[config.mk]
export PLATFORM = sky130hd
export DESIGN_NAME = bitonic_sort_32
export DESIGN_NICKNAME = d
export VERILOG_FILES = /design/src/hw/rtl/bs32_pkg.sv /design/src/hw/rtl/bs32_ram.sv /design/src/hw/rtl/bs32_cex.sv /design/src/hw/rtl/bitonic_sort_32.sv
export VERILOG_INCLUDE_DIRS = /design/src /design/src/hw/rtl
export SDC_FILE = /design/constraint.sdc
export NUM_CORES = 1
export LEC_CHECK = 0
export BUFFER_PORTS_ARGS = -buffer_cell sky130_fd_sc_hd__buf_2
export CORE_MARGIN = 4
export CORE_UTILIZATION = 35
export DETAILED_ROUTE_END_ITERATION = 10
export GPL_TIMING_DRIVEN = 0
export PLACE_DENSITY = 0.5
export SYNTH_ARGS = -nofsm -noshare
export SYNTH_HDL_FRONTEND = slang
export SYNTH_SLANG_ARGS = --single-unit
[constraint.sdc]
create_clock -name clk -period 5.94 [get_ports clk]
set_input_delay 1.188 -clock clk [delete_from_list [all_inputs] [get_ports clk]]
set_output_delay 1.188 -clock clk [all_outputs]
set_load 0.02 [all_outputs]
[src/hw/rtl/bitonic_sort_32_defines.svh]
// ----------------------------------------------------------------------------
// Assertion macros for the bitonic sorter
// Each macro expects clk and rst_n in scope at the point of use.
// ----------------------------------------------------------------------------
`ifndef BITONIC_SORT_32_DEFINES_SVH
`define BITONIC_SORT_32_DEFINES_SVH

// Same-cycle implication, checked on every rising edge outside reset.
`define BS32_ASSERT_NOW(lbl, ante, cons) \
  lbl: assert property (@(posedge clk) disable iff (!rst_n) (ante) |-> (cons)) \
    else $error("bitonic_sort_32: same-cycle check failed");

// Next-cycle implication, checked on every rising edge outside reset.
`define BS32_ASSERT_NEXT(lbl, ante, cons) \
  lbl: assert property (@(posedge clk) disable iff (!rst_n) (ante) |=> (cons)) \
    else $error("bitonic_sort_32: next-cycle check failed");

`endif

[src/hw/rtl/bs32_pkg.sv]
// ----------------------------------------------------------------------------
// bs32_pkg
// Sizes, types and index helpers shared by bs32_cex and bitonic_sort_32.
// ----------------------------------------------------------------------------
`default_nettype none

package bs32_pkg;

  localparam int COUNT      = 32;
  localparam int DATA_WIDTH = 16;
  localparam int IDX_W      = $clog2(COUNT);
  localparam int BANK_DEPTH = COUNT / 2;
  localparam int BANK_AW    = (BANK_DEPTH > 1) ? $clog2(BANK_DEPTH) : 1;
  localparam int KW         = $clog2(IDX_W + 1);

  typedef logic signed [DATA_WIDTH-1:0] data_t;
  typedef logic [IDX_W-1:0]             idx_t;
  typedef logic [BANK_AW-1:0]           baddr_t;
  typedef logic [KW-1:0]                lvl_t;

  // One compare-exchange issued to the datapath.
  typedef struct packed {
    logic vld;
    idx_t lo_idx;
    idx_t hi_idx;
    logic up;
  } cex_op_t;

  // One write into a bank.
  typedef struct packed {
    logic   we;
    baddr_t addr;
    data_t  data;
  } bank_wr_t;

  // Entries are spread over two banks by index parity. The partners of a
  // compare-exchange differ in exactly one bit, so they never share a bank.
  function automatic logic bank_of(idx_t idx);
    return ^idx;
  endfunction

  function automatic baddr_t bank_addr(idx_t idx);
    idx_t sh;
    sh = idx >> 1;
    return sh[BANK_AW-1:0];
  endfunction

  // Lower index of pair p at distance 2**j: a zero bit is inserted at bit j.
  function automatic idx_t pair_lo(baddr_t p, lvl_t j);
    idx_t pe;
    idx_t m;
    pe = IDX_W'(p);
    m  = (IDX_W'(1) << j) - IDX_W'(1);
    return ((pe & ~m) << 1) | (pe & m);
  endfunction

endpackage

`default_nettype wire

[src/hw/rtl/bs32_ram.sv]
// ----------------------------------------------------------------------------
// bs32_ram
// Simple dual-port RAM: one write port, one read port, registered read data.
// ----------------------------------------------------------------------------
`default_nettype none

module bs32_ram #(
  parameter int DEPTH = 16,
  parameter int WIDTH = 16,
  parameter int AW    = (DEPTH > 1) ? $clog2(DEPTH) : 1
) (
  input  wire logic             clk,
  input  wire logic             we,
  input  wire logic [AW-1:0]    wr_addr,
  input  wire logic [WIDTH-1:0] wr_data,
  input  wire logic [AW-1:0]    rd_addr,
  output logic      [WIDTH-1:0] rd_data
);

  logic [WIDTH-1:0] mem [DEPTH];

  always_ff @(posedge clk) begin
    if (we) begin
      mem[wr_addr] <= wr_data;
    end
  end

  always_ff @(posedge clk) begin
    rd_data <= mem[rd_addr];
  end

endmodule

`default_nettype wire

[src/hw/rtl/bs32_cex.sv]
// ----------------------------------------------------------------------------
// bs32_cex
// Compare-exchange stage: holds an issued pair while its read returns, then
// orders the two entries and writes them back to their banks.
// ----------------------------------------------------------------------------
`default_nettype none

module bs32_cex
  import bs32_pkg::*;
(
  input  wire logic    clk,
  input  wire logic    rst_n,
  input  wire cex_op_t op_i,
  input  wire data_t   bank0_rd,
  input  wire data_t   bank1_rd,
  output bank_wr_t     bank0_wr,
  output bank_wr_t     bank1_wr
);

  logic    op_vld_r;
  cex_op_t op_r;
  logic    lo_bank;
  data_t   a_val;
  data_t   b_val;
  logic    swap;
  data_t   new_lo;
  data_t   new_hi;

  always_ff @(posedge clk) begin
    if (!rst_n) begin
      op_vld_r <= 1'b0;
    end else begin
      op_vld_r <= op_i.vld;
    end
  end

  always_ff @(posedge clk) begin
    op_r <= op_i;
  end

  always_comb begin
    lo_bank = bank_of(op_r.lo_idx);
    a_val   = lo_bank ? bank1_rd : bank0_rd;
    b_val   = lo_bank ? bank0_rd : bank1_rd;
    // A strict misorder swaps; in descending order equal values swap too.
    swap    = ((a_val > b_val) == op_r.up);
    new_lo  = swap ? b_val : a_val;
    new_hi  = swap ? a_val : b_val;

    bank0_wr.we   = op_vld_r;
    bank1_wr.we   = op_vld_r;
    bank0_wr.addr = lo_bank ? bank_addr(op_r.hi_idx) : bank_addr(op_r.lo_idx);
    bank1_wr.addr = lo_bank ? bank_addr(op_r.lo_idx) : bank_addr(op_r.hi_idx);
    bank0_wr.data = lo_bank ? new_hi : new_lo;
    bank1_wr.data = lo_bank ? new_lo : new_hi;
  end

endmodule

`default_nettype wire

[src/hw/rtl/bitonic_sort_32.sv]
// ----------------------------------------------------------------------------
// bitonic_sort_32
// Collects a block of signed values, sorts it by a bitonic network held in
// two RAM banks, and streams the sorted block out.
// ----------------------------------------------------------------------------
// Usage:
//   Input: a value is taken at a rising edge with start high and busy low.
//   Values of a block go in at one per cycle; busy stays low while loading.
//   The transaction that delivers the COUNT-th value starts the sort and
//   raises busy until the sorted block has been sent.
//   Sort: log2(COUNT)*(log2(COUNT)+1)/2 stages, each issuing COUNT/2
//   compare-exchanges, one per cycle, then a wait state while the last
//   write lands. The rate is set by the one read and one write port of
//   each bank.
//   Output: COUNT results on out_valid, one per cycle; out_last marks
//   the final one.
//   The receiver cannot stall; each result stands for one cycle only.
//   Config: cfg_data sets the order (1 ascending, 0 descending) on a
//   cfg_valid transaction; cfg_ready is always high.
//   Reset empties the block and selects ascending order; stored values are
//   not cleared, as every entry is loaded before the sort reads it.
// ----------------------------------------------------------------------------
`default_nettype none

module bitonic_sort_32
  import bs32_pkg::*;
(
  input  wire logic  clk,
  input  wire logic  rst_n,
  input  wire logic  start,
  output logic       busy,
  input  wire data_t in_value,
  output logic       out_valid,
  output data_t      out_sorted_value,
  output logic       out_last,
  input  wire logic  cfg_valid,
  output logic       cfg_ready,
  input  wire logic  cfg_data
);

  `include "bitonic_sort_32_defines.svh"

  typedef enum logic [3:0] {
    S_LOAD = 4'b0001,
    S_SORT = 4'b0010,
    S_WAIT = 4'b0100,
    S_EMIT = 4'b1000
  } state_t;

  localparam idx_t   LAST_IDX  = IDX_W'(COUNT - 1);
  localparam baddr_t LAST_PAIR = BANK_AW'(COUNT / 2 - 1);
  localparam lvl_t   TOP_LVL   = KW'(IDX_W);

  state_t state_r, state_nxt;
  idx_t   idx_r, idx_nxt;
  baddr_t pair_r, pair_nxt;
  lvl_t   k_r, k_nxt;
  lvl_t   j_r, j_nxt;
  logic   done_r, done_nxt;
  logic   asc_r;
  logic   emit_vld_r, emit_last_r, emit_bank_r;

  logic     in_accept;
  idx_t     lo_idx, hi_idx, lo_sh, rd_lo;
  cex_op_t  op;
  data_t    bank0_rd, bank1_rd;
  bank_wr_t cex_wr0, cex_wr1;
  bank_wr_t wr0, wr1;
  baddr_t   rd_addr0, rd_addr1;

  assign busy      = (state_r != S_LOAD);
  assign in_accept = start & ~busy;
  assign cfg_ready = 1'b1;

  // Issue side of the network.
  always_comb begin
    lo_idx = pair_lo(pair_r, j_r);
    hi_idx = lo_idx | (IDX_W'(1) << j_r);
    lo_sh  = lo_idx >> k_r;
    op.vld    = (state_r == S_SORT);
    op.lo_idx = lo_idx;
    op.hi_idx = hi_idx;
    // Sub-blocks of size 2**k with an even block number sort ascending,
    // odd ones descending; the final merge follows the configured order.
    op.up     = (k_r == TOP_LVL) ? asc_r : ~lo_sh[0];
  end

  always_comb begin
    rd_lo = (state_r == S_EMIT) ? idx_r : lo_idx;
    rd_addr0 = bank_of(rd_lo) ? bank_addr(hi_idx) : bank_addr(rd_lo);
    rd_addr1 = bank_of(rd_lo) ? bank_addr(rd_lo) : bank_addr(hi_idx);
  end

  always_comb begin
    wr0 = cex_wr0;
    wr1 = cex_wr1;
    if (in_accept) begin
      wr0.we   = ~bank_of(idx_r);
      wr0.addr = bank_addr(idx_r);
      wr0.data = in_value;
      wr1.we   = bank_of(idx_r);
      wr1.addr = bank_addr(idx_r);
      wr1.data = in_value;
    end
  end

  always_comb begin
    state_nxt = state_r;
    idx_nxt   = idx_r;
    pair_nxt  = pair_r;
    k_nxt     = k_r;
    j_nxt     = j_r;
    done_nxt  = done_r;
    case (state_r)
      S_LOAD: begin
        if (in_accept) begin
          idx_nxt = idx_r + IDX_W'(1);
          if (idx_r == LAST_IDX) begin
            idx_nxt   = '0;
            state_nxt = S_SORT;
            pair_nxt  = '0;
            k_nxt     = KW'(1);
            j_nxt     = '0;
            done_nxt  = 1'b0;
          end
        end
      end
      S_SORT: begin
        pair_nxt = pair_r + BANK_AW'(1);
        if (pair_r == LAST_PAIR) begin
          pair_nxt  = '0;
          state_nxt = S_WAIT;
          if (j_r == '0) begin
            if (k_r == TOP_LVL) begin
              done_nxt = 1'b1;
            end else begin
              k_nxt = k_r + KW'(1);
              j_nxt = k_r;
            end
          end else begin
            j_nxt = j_r - KW'(1);
          end
        end
      end
      S_WAIT: begin
        // The last write of a stage lands here before the next read.
        state_nxt = done_r ? S_EMIT : S_SORT;
      end
      S_EMIT: begin
        idx_nxt = idx_r + IDX_W'(1);
        if (idx_r == LAST_IDX) begin
          idx_nxt   = '0;
          state_nxt = S_LOAD;
        end
      end
      default: begin
        state_nxt = S_LOAD;
        idx_nxt   = '0;
      end
    endcase
  end

  always_ff @(posedge clk) begin
    if (!rst_n) begin
      state_r     <= S_LOAD;
      idx_r       <= '0;
      pair_r      <= '0;
      k_r         <= KW'(1);
      j_r         <= '0;
      done_r      <= 1'b0;
      asc_r       <= 1'b1;
      emit_vld_r  <= 1'b0;
      emit_last_r <= 1'b0;
    end else begin
      state_r     <= state_nxt;
      idx_r       <= idx_nxt;
      pair_r      <= pair_nxt;
      k_r         <= k_nxt;
      j_r         <= j_nxt;
      done_r      <= done_nxt;
      emit_vld_r  <= (state_r == S_EMIT);
      emit_last_r <= (state_r == S_EMIT) && (idx_r == LAST_IDX);
      if (cfg_valid && cfg_ready) begin
        asc_r <= cfg_data;
      end
    end
  end

  always_ff @(posedge clk) begin
    emit_bank_r <= bank_of(idx_r);
  end

  assign out_valid        = emit_vld_r;
  assign out_last         = emit_vld_r & emit_last_r;
  assign out_sorted_value = emit_bank_r ? bank1_rd : bank0_rd;

  bs32_ram #(
    .DEPTH (BANK_DEPTH),
    .WIDTH (DATA_WIDTH),
    .AW    (BANK_AW)
  ) u_bank0 (
    .clk     (clk),
    .we      (wr0.we),
    .wr_addr (wr0.addr),
    .wr_data (wr0.data),
    .rd_addr (rd_addr0),
    .rd_data (bank0_rd)
  );

  bs32_ram #(
    .DEPTH (BANK_DEPTH),
    .WIDTH (DATA_WIDTH),
    .AW    (BANK_AW)
  ) u_bank1 (
    .clk     (clk),
    .we      (wr1.we),
    .wr_addr (wr1.addr),
    .wr_data (wr1.data),
    .rd_addr (rd_addr1),
    .rd_data (bank1_rd)
  );

  bs32_cex u_cex (
    .clk      (clk),
    .rst_n    (rst_n),
    .op_i     (op),
    .bank0_rd (bank0_rd),
    .bank1_rd (bank1_rd),
    .bank0_wr (cex_wr0),
    .bank1_wr (cex_wr1)
  );

  `BS32_ASSERT_NOW(a_cex_wr_in_sort, (cex_wr0.we || cex_wr1.we),
                   (state_r == S_SORT || state_r == S_WAIT))
  `BS32_ASSERT_NOW(a_busy_mid_run, (out_valid && !out_last), busy)
  `BS32_ASSERT_NEXT(a_last_ends_run, out_last, !out_valid)
  `BS32_ASSERT_NEXT(a_full_starts_sort, (in_accept && idx_r == LAST_IDX),
                    (state_r == S_SORT))
  `BS32_ASSERT_NEXT(a_wait_exit, (state_r == S_WAIT),
                    (state_r == S_SORT || state_r == S_EMIT))

endmodule

`default_nettype wire
=== Word-level counts from Yosys, hierarchy flattened ===
Memories as Yosys holds them, arrays and structs flattened. A register that Yosys moved wholly into a read port is not among the register bits.
Index checks and enable logic that the tools add are counted.

* Memories kept: 2
* Register bits after elaboration: 36
* Word-level logic and storage cells: 115
* RAM bits: 512
* Output and inout port bits: 20

* Magnitude comparators: 1
* Reductions and logical operators: 13
* Muxes and demuxes: 50
* Eq/ne operators: 17
* Bitwise gates (word level): 11
* Add/subtract/negate cells: 5
* Shift-type cells: 2

{| class="wikitable"
|+ Memory list
! name !! words !! bits a word !! rd ports !! clocked after Yosys merged registers in !! write ports !! line !! source
|-
| u_bank0.mem || 16 || 16 || 1 || 1 || 1 || bs32_ram.sv:20 || <nowiki>logic [WIDTH-1:0] mem [DEPTH];</nowiki>
|-
| u_bank1.mem || 16 || 16 || 1 || 1 || 1 || bs32_ram.sv:20 ||
|}

{| class="wikitable"
|+ Operator list
! operator !! count
|-
| 16-bit 2-to-1 mux || 7
|-
| 4-bit 2-to-1 mux || 12
|-
| 21-bit 2-to-1 mux || 2
|-
| 3-bit 2-to-1 mux || 10
|-
| 16-bit greater-than comparator || 1
|-
| 4-bit case mux with 4 select lines || 1
|-
| 5-bit 2-to-1 mux || 3
|-
| 5-bit case mux with 3 select lines || 1
|-
| 5-bit parity || 3
|-
| 2-bit inequality test (second input constant) || 6
|-
| 3-bit case mux with 2 select lines || 2
|-
| 6-bit AND reduction || 2
|-
| 1-bit 2-to-1 mux || 10
|-
| 5-bit OR || 2
|-
| 4-bit == test (second input constant) || 2
|-
| 4-bit case mux with 2 select lines || 1
|-
| 5-bit by 1-bit adder with 5-bit output (second input constant) || 1
|-
| 4-bit by 5-bit bitwise AND with 5-bit output || 1
|-
| 5-bit == test (second input constant) || 1
|-
| 5-bit AND reduction || 1
|-
| 1-bit by 3-bit << shifter with 5-bit output (first input constant) || 1
|-
| 5-bit by 3-bit >> shifter with 1-bit output || 1
|-
| 5-bit by 2-bit subtractor with 5-bit output (second input constant) || 1
|-
| 4-bit by 1-bit adder with 4-bit output (second input constant) || 1
|-
| other kinds (22) || 26
|}

=== Logic depth before layout (Yosys ltp) ===
Gate-level depths: netlist (run 1).

* Depth in word-level cells: 9
* Gate-level depth with buffers: 18
* Mapped depth without buffers: 15

=== Cells and area by module ===
A second synthesis (run 1) with hierarchy kept.

* Cell total of the unflattened synthesis: 1424
* Area total of the unflattened synthesis: 24445.9 um^2

{| class="wikitable"
|+ Modules (own cells, without submodules)
! module !! sequential area each (um^2) !! cells an instance !! area each (um^2) !! instances
|-
| bs32_ram at u_bank1 || 8007.7 || 432 || 10043.4 || 1
|-
| bs32_ram at u_bank0 || 8007.7 || 432 || 10042.1 || 1
|-
| bitonic_sort_32 || 480.5 || 395 || 2798.9 || 1
|-
| bs32_cex || 220.2 || 165 || 1561.5 || 1
|}

=== Least setup slack after synthesis (run 1) ===
No wires, ideal clock.

* Kind: register -> register
* From: register j_r[0]
* To: register u_bank1.rd_data[10] (read register of u_bank1.mem)
* Arrival time: 3.954 ns
* Cell stages (with the launch flop): 17
* Required time: 5.806 ns
* Path slack: 1.852 ns
* Path buffers: 2
* Period minus slack after synthesis: 4.088 ns
* Cells stage by stage: dfxtp_1 -> inv_1 -> ha_1 -> nor2b_2 -> inv_2 -> ha_1 -> nor2b_1 -> or2_2 -> a21o_1 -> a21oi_2 -> nor3_2 -> a311oi_2 -> buf_2 -> buf_2 -> mux2i_1 -> o22ai_1 -> or4_1

* Word-level cells in the longest chain between the ends: 8

{| class="wikitable"
|+ Ends and longest elaborated chain
! what !! line !! source
|-
| start, declared || bitonic_sort_32.sv:58 || <nowiki>lvl_t j_r, j_nxt;</nowiki>
|-
| start signal, assigned || bitonic_sort_32.sv:179 || <nowiki>j_r <= j_nxt;</nowiki>
|-
| 1-bit by 3-bit << shifter with 5-bit output * || bs32_pkg.sv:53, bitonic_sort_32.sv:78 ||
|-
| 5-bit by 2-bit subtractor with 5-bit output || bs32_pkg.sv:53 || <nowiki>m = (IDX_W'(1) << j) - IDX_W'(1);</nowiki>
|-
| 4-bit NOT || bs32_pkg.sv:54 || <nowiki>return ((pe & ~m) << 1) | (pe & m);</nowiki>
|-
| 4-bit bitwise AND || bs32_pkg.sv:54 ||
|-
| 5-bit OR || bs32_pkg.sv:54 ||
|-
| 5-bit 2-to-1 mux || bitonic_sort_32.sv:89 || <nowiki>rd_lo = (state_r == S_EMIT) ? idx_r : lo_idx;</nowiki>
|-
| 5-bit parity || bs32_pkg.sv:39 || <nowiki>return ^idx;</nowiki>
|-
| 4-bit 2-to-1 mux * || bitonic_sort_32.sv:91 || <nowiki>rd_addr1 = bank_of(rd_lo) ? bank_addr(rd_lo) : bank_addr(hi_idx);</nowiki>
|-
| end, declared || bs32_ram.sv:17 || <nowiki>output logic [WIDTH-1:0] rd_data</nowiki>
|}

Every way passes the cells marked *; elsewhere a longest branch is shown, timed or not.
A chain may end at the register's enable or synchronous reset.

=== Final worst setup path (run 1) ===
* From: register j_r[0]
* To: register u_bank1.rd_data[11] (read register of u_bank1.mem)

* Word-level cells in the longest chain between the ends: 8

{| class="wikitable"
|+ Ends and longest elaborated chain
! what !! line !! source
|-
| 1-bit by 3-bit << shifter with 5-bit output * || bs32_pkg.sv:53 ||
|-
| 5-bit by 2-bit subtractor with 5-bit output * || bs32_pkg.sv:53 ||
|-
| 4-bit NOT || bs32_pkg.sv:54 ||
|-
| 4-bit bitwise AND || bs32_pkg.sv:54 ||
|-
| 5-bit OR * || bs32_pkg.sv:54 ||
|-
| via lo_idx[2] || bitonic_sort_32.sv:64 || <nowiki>idx_t lo_idx, hi_idx, lo_sh, rd_lo;</nowiki>
|-
| 5-bit 2-to-1 mux || bitonic_sort_32.sv:89 ||
|-
| 5-bit parity || bs32_pkg.sv:39 ||
|-
| 4-bit 2-to-1 mux * || bitonic_sort_32.sv:91 ||
|}

The timed path passes the listed nets; every way through them passes the cells marked *.

==> flow_summary.toml, run 1 <==
[outcome]
status = "complete, no violations"

[timing]
max_clock_freq_mhz = 186
fin_worst_skew_ns = 0.0138
setup_viol = 0
tightest_slew_ns = 1.39
slew_headroom = 0.0753
setup_tns_ns = 0
fin_crit_ns = 5.37
slew_violations = 0
fin_crit_sh = 0.905
hold_violations = 0
rsz0062_at_grt = "false"

[floorplanning]
chipHeight_um = 271
start_util = 0.353
coreArea_sq_um = 68500
dieArea_sq_um = 73300
ios = 41
die_x_um = 271
rows = 96

[yosys]
syn_nets = 1655
synth_seq_cells = 579
synthCells = 1622
synth_common_cells = "edfxtp_1, mux2i_1, o22ai_1"
yosysSeqAreaShare = 0.692
synth.distinct_cells = 77
synth_top_area_share = 0.637
syn-cell-area_sq_um = 24200
yosysTopAreaCell = "edfxtp_1"
synthTopCellsByArea = "edfxtp_1, mux2i_1, dfxtp_1, o22ai_1, a21oi_1"
syn_avg_cell_area_sq_um = 14.9
ys.flop_type = "edfxtp_1"
synth_edf_count = 512
ys_async_sr_fraction = 0
yosys_warnings = 0
synth_most_common_cell = "edfxtp_1"

[final_layout]
fin_cells = 2688
syn2layout_area_growth_pct = 15.5
fillers = 6309
drive_gt1_frac = 0.154
fin_nets = 1787
diodes = 0

[clock_tree]
cts-root-buf = "clkbuf_16"
cts-resized-gates = 0
clock_latency_ns = 0.62
clkTransAtPathRegs_ns = 0.06
post_cts_buffers = 0
max-clock-path-buffers = 3
cts_tree = "done"
cts_hold_buf = 0
cts_htree_levels = 2
cts.sinks = 579
cts_made_buffers = 61

[detailed_routing]
drt-initial-drc-count = 778
routed_wl_mm = 58.2
vias = 13707
first_pass_iters = 5
drt-wirelength-per-cell_um = 21.7
drtAntennaViolNets = 0
vias_per_cell = 5.10
post-route-drc-count = 0

[global_routing]
gr-usage-all-layers = 0.156
grt_pass1_wl_mm = 87.5
grt_pass1_vias = 13826
grt.overflow.total = 0
antenna_found_initial = 1
grt_max_degree = 17

[pwr]
p_leak_nw = 8.91
power_density_nw_per_um2 = 309
ir_drop_uv = 240

[setup_path]
cp_max_fo = 10
startpoint_type = "flop"
end_kind = "flop"
cp.arrival_ns = 5.83
critical_path_required_ns = 6.39
crit_type = "reg -> reg"

[min_path]
hp-class = "reg -> reg"

[placement]
routabilityCongestion = 0.820
dp_hpwl_mm = 42.5
portBuffers = 39
post-place-cells = 2570

[run]
maxCapViolations = 0
==> report_power, final <==
group	internal [mW]	switching [mW]	total, mW	leakage [nW]
Clock	2.14	1.52	3.66	0.948
Sequential	4.54	0.0244	4.57	5.15
Combinational	0.111	0.288	0.398	2.82
==> registers in the layout (all words and copies together), names as in the netlist, 3 cells and up <==
signal           flops
j_r                  3
u_cex.op_r          10
u_bank0.rd_data     16
state_r              4
idx_r                5
k_r                  3
u_bank0.mem        256
u_bank1.mem        256
u_bank1.rd_data     16
pair_r               4
==> cell type report <==
cell class,instances,area (sq um),share of cell area
clock buffer,95,1730,0.0621
clock inverter,20,206,0.00740
multi-input combinational,945,7090,0.254
inverter,23,86.3,0.00309
tap,882,1100,0.0395
sequential,579,16700,0.599
timing repair buffer,69,608,0.0218
buffer,75,363,0.0130
==> layer usage <==
metal	up-vias	GRT usage	share of wire
li1	6590	-	-
met1	6794	0.211	0.45
met2	238	0.264	0.48
met3	85	0.0249	0.042
met4	0	0.0407	0.024
met5	-	0	0
==> critical path: stages (launching register included) <==
cell and delay (ns):
dfxtp_1 0.36, inv_1 0.14, ha_1 0.26, nor2b_2 0.30, inv_2 0.11, ha_1 0.23, nand4bb_1 0.21, o211ai_2 0.16
nand3_1 0.29, a21oi_2 0.40, nor3_2 0.15, a311oi_2 0.80, buf_2 0.39, buf_2 0.40, mux2i_1 0.24, o22ai_1 0.13
or4_1 0.63
==> cells in the final DEF (no fill, tap or decap), types with 7 or more instances in the layout <==
cell type | synthesis | final
a21oi_1 | 65 | 61
and2_1 | 11 | 11
buf_2 | 38 | 77
buf_4 | 3 | 7
buf_8 | 0 | 24
clkbuf_1 | 29 | 55
clkbuf_16 | 0 | 61
clkbuf_8 | 0 | 8
clkinv_2 | 0 | 9
dfxtp_1 | 67 | 67
edfxtp_1 | 512 | 512
ha_1 | 12 | 12
inv_1 | 21 | 21
maj3_1 | 7 | 7
mux2_2 | 18 | 18
mux2i_1 | 290 | 290
nand2_1 | 56 | 56
nand2b_1 | 15 | 15
nand3_1 | 16 | 16
nand4_1 | 8 | 8
nor2_1 | 85 | 56
nor2_2 | 1 | 30
nor2b_1 | 24 | 24
nor3_1 | 15 | 14
o211ai_1 | 8 | 8
o21ai_0 | 37 | 37
o22ai_1 | 121 | 121
or4_1 | 31 | 31
xnor2_1 | 16 | 16
xor2_1 | 9 | 9
==> through the flow <==
step / hold slack (ns) / power [mW] / cell area (sq um) / utilization / setup WS [ns]
2_1_floorplan: 0.442 / 4.87 / 24200 / - / 1.85
3_3_place_gp: 0.479 / 5.02 / 25500 / 0.372 / 0.643
3_5_place_dp: 0.488 / 5.05 / 25900 / 0.379 / 0.601
4_1_cts: 0.500 / 8.73 / 27900 / 0.407 / 0.568
5_1_grt: 0.530 / 8.94 / 27900 / 0.408 / 0.150
6_report: 0.498 / 8.62 / 27900 / 0.408 / 0.565
==> kinds of logic after synthesis <==
family | Yosys count | share of synthesized area
AOI/OAI and AO/OA | 285 | 0.0740
muxes | 308 | 0.129
DFF | 579 | 0.692
xor gates and xnor gates | 26 | 0.0100
buffers and inverters | 98 | 0.0186
adders and majority gates | 19 | 0.00912
and+or+nand+nor | 306 | 0.0674
other | 1 | 0.000155
==> final timing paths <==
path / cells past startpoint / start / slack (ns) / to
min: 2 / done_r / 0.50 / state_r[3]
max reg2reg: 16 / j_r[0] / 0.57 / u_bank1.rd_data[11]
max: 16 / j_r[0] / 0.57 / u_bank1.rd_data[11]
min reg2reg: 2 / done_r / 0.50 / state_r[3]
(Power assumes the default switching activity.)
==> run 2: changes to the inputs <==
--- a/config.mk
+++ b/config.mk
@@ -9,6 +9,7 @@
 export BUFFER_PORTS_ARGS = -buffer_cell sky130_fd_sc_hd__buf_2
 export CORE_MARGIN = 4
 export CORE_UTILIZATION = 35
+export CTS_BUF_LIST = sky130_fd_sc_hd__clkbuf_2
 export DETAILED_ROUTE_END_ITERATION = 10
 export GPL_TIMING_DRIVEN = 0
 export PLACE_DENSITY = 0.5
==> flow_summary.toml, run 2 (synthesis results as in run 1) <==
[outcome]
status = "complete, no violations"

[global_routing]
grt_pass1_vias = 14582
grt_max_degree = 17
grt.overflow.total = 0
antenna_found_initial = 3
gr-usage-all-layers = 0.161
grt_pass1_wl_mm = 88.9

[timing]
hold_violations = 0
slew_headroom = 0.0632
fin_crit_sh = 0.904
setup_viol = 0
rsz0062_at_grt = "false"
setup_tns_ns = 0
max_clock_freq_mhz = 186
fin_worst_skew_ns = 0.105
tightest_slew_ns = 1.41
fin_crit_ns = 5.37
slew_violations = 0

[placement]
portBuffers = 39
dp_hpwl_mm = 42.5
routabilityCongestion = 0.820

[setup_path]
crit_type = "reg -> reg"
crit_end = "u_bank1.rd_data[11]"
cp.arrival_ns = 6.45
critical_path_required_ns = 7.02
reg2reg_depth = 16
rr_endpoint = "u_bank1.rd_data[11]"
timing.rr.start = "j_r[0]"
startpoint = "j_r[0]"
startpoint_type = "flop"
end_kind = "flop"
cp_max_fo = 10
r2r_slack_ns = 0.57

[floorplanning]
rows = 96
dieArea_sq_um = 73300
coreArea_sq_um = 68500
ios = 41
die_x_um = 271
start_util = 0.353
chipHeight_um = 271

[detailed_routing]
vias = 14297
drt-wirelength-per-cell_um = 21.0
first_pass_iters = 5
post-route-drc-count = 0
drtAntennaViolNets = 0
drt-initial-drc-count = 863
routed_wl_mm = 59.5
vias_per_cell = 5.06

[pwr]
p_total_mw = 7.70
ir_drop_uv = 155
p_leak_nw = 9.00
power_density_nw_per_um2 = 282

[final_layout]
drive_gt1_frac = 0.220
fin_nets = 1875
final_cell_mix = "edfxtp_1, mux2i_1, clkbuf_2"
layout_commonest_cell = "edfxtp_1"
syn2layout_area_growth_pct = 13.2
top_regs = "u_bank0.mem x256, u_bank1.mem x256"

[clock_tree]
cts_htree_levels = 4
cts_tree = "done"
cts_made_buffers = 149
clock_latency_ns = 1.26
clkTransAtPathRegs_ns = 0.10
cts-root-buf = "clkbuf_2"
cts-resized-gates = 0
post_cts_buffers = 0
cts.sinks = 579
max-clock-path-buffers = 3

[min_path]
hp-class = "in -> reg"

[run]
maxCapViolations = 0
==> run 2: cell types whose count changed in the layout (fill, tap and decap cells not counted), sizes merged <==
cell / change
diode: +1
dlygate4sd3: +2
buf: -2
clkinv: +8
clkinvlp: +2
inv: +2
clkbuf: +127
==> run 2: worst max-delay path, stage by stage, from the launching register on <==
cell	delay, ns
dfxtp_1	0.37
inv_1	0.14
ha_1	0.26
nor2b_2	0.30
inv_2	0.11
ha_1	0.24
nand4bb_1	0.21
o211ai_2	0.16
nand3_1	0.28
a21oi_2	0.39
nor3_2	0.15
a311oi_2	0.83
buf_2	0.39
buf_2	0.40
mux2i_1	0.24
o22ai_1	0.14
or4_1	0.61
==> run 2: layout make-up <==
| class | count | area, sq um |
|---|---|---|
| diodes | 1 | 2.50 |
| plain buffers | 75 | 363 |
| clock buffers | 222 | 1110 |
| clock inverters | 32 | 244 |
| fillers | 6465 | 41100 |
| inverters | 23 | 86.3 |
| multi-input cells | 945 | 7090 |
| flip-flops and latches | 579 | 16700 |
| well taps | 882 | 1100 |
| repair buffers | 69 | 613 |
==> run 2: how the worst min path moves through the flow <==
stage	startpoint	end	slack, ns	cells after the start
final	rst_n	u_cex.op_vld_r	0.26	2
after global routing	rst_n	u_cex.op_vld_r	0.1	2
after CTS	rst_n	u_cex.op_vld_r	0.03	2
after detailed placement	done_r	state_r[3]	0.49	2
after global placement	done_r	state_r[3]	0.48	2
after floorplan	asc_r	asc_r	0.44	2
==> run 2: report_power, final <==
| part | internal [mW] | leakage (nW) | total (mW) | switching [mW] |
|---|---|---|---|---|
| combinational | 0.110 | 2.82 | 0.397 | 0.287 |
| clock | 1.13 | 1.03 | 2.74 | 1.61 |
| sequential | 4.53 | 5.15 | 4.56 | 0.0245 |
| total | 5.77 | 9.00 | 7.70 | 1.92 |
==> run 2: stage by stage <==
| step | instances | worst slack [ns] | hold WS [ns] | util | cell area (sq um) |
|---|---|---|---|---|---|
| after floorplan | 1622 | 1.85 | 0.442 | - | 24200 |
| after global placement | 2543 | 0.643 | 0.479 | 0.372 | 25500 |
| after detailed placement | 2570 | 0.601 | 0.488 | 0.379 | 25900 |
| after CTS | 2826 | 0.562 | 0.0344 | 0.399 | 27300 |
| after global routing | 2828 | 0.162 | 0.0971 | 0.399 | 27300 |
| final | 2828 | 0.571 | 0.260 | 0.399 | 27300 |
==> run 2: per-layer routing <==
metal	track usage	share of wire	routed length, um	up-vias
met3	0.0402	0.049	2900	113
met5	0	0	0	-
li1	-	-	-	6843
met2	0.263	0.48	28400	320
met4	0.0579	0.025	1500	0
met1	0.209	0.45	26700	7021
==> run 2: repair_timing <==
| item | in CTS | in global routing |
|---|---|---|
| hold endpoints to repair | 1 | 0 |
| hold buffers | 2 | 0 |
| endpoints found under the setup margin | 0 | 0 |
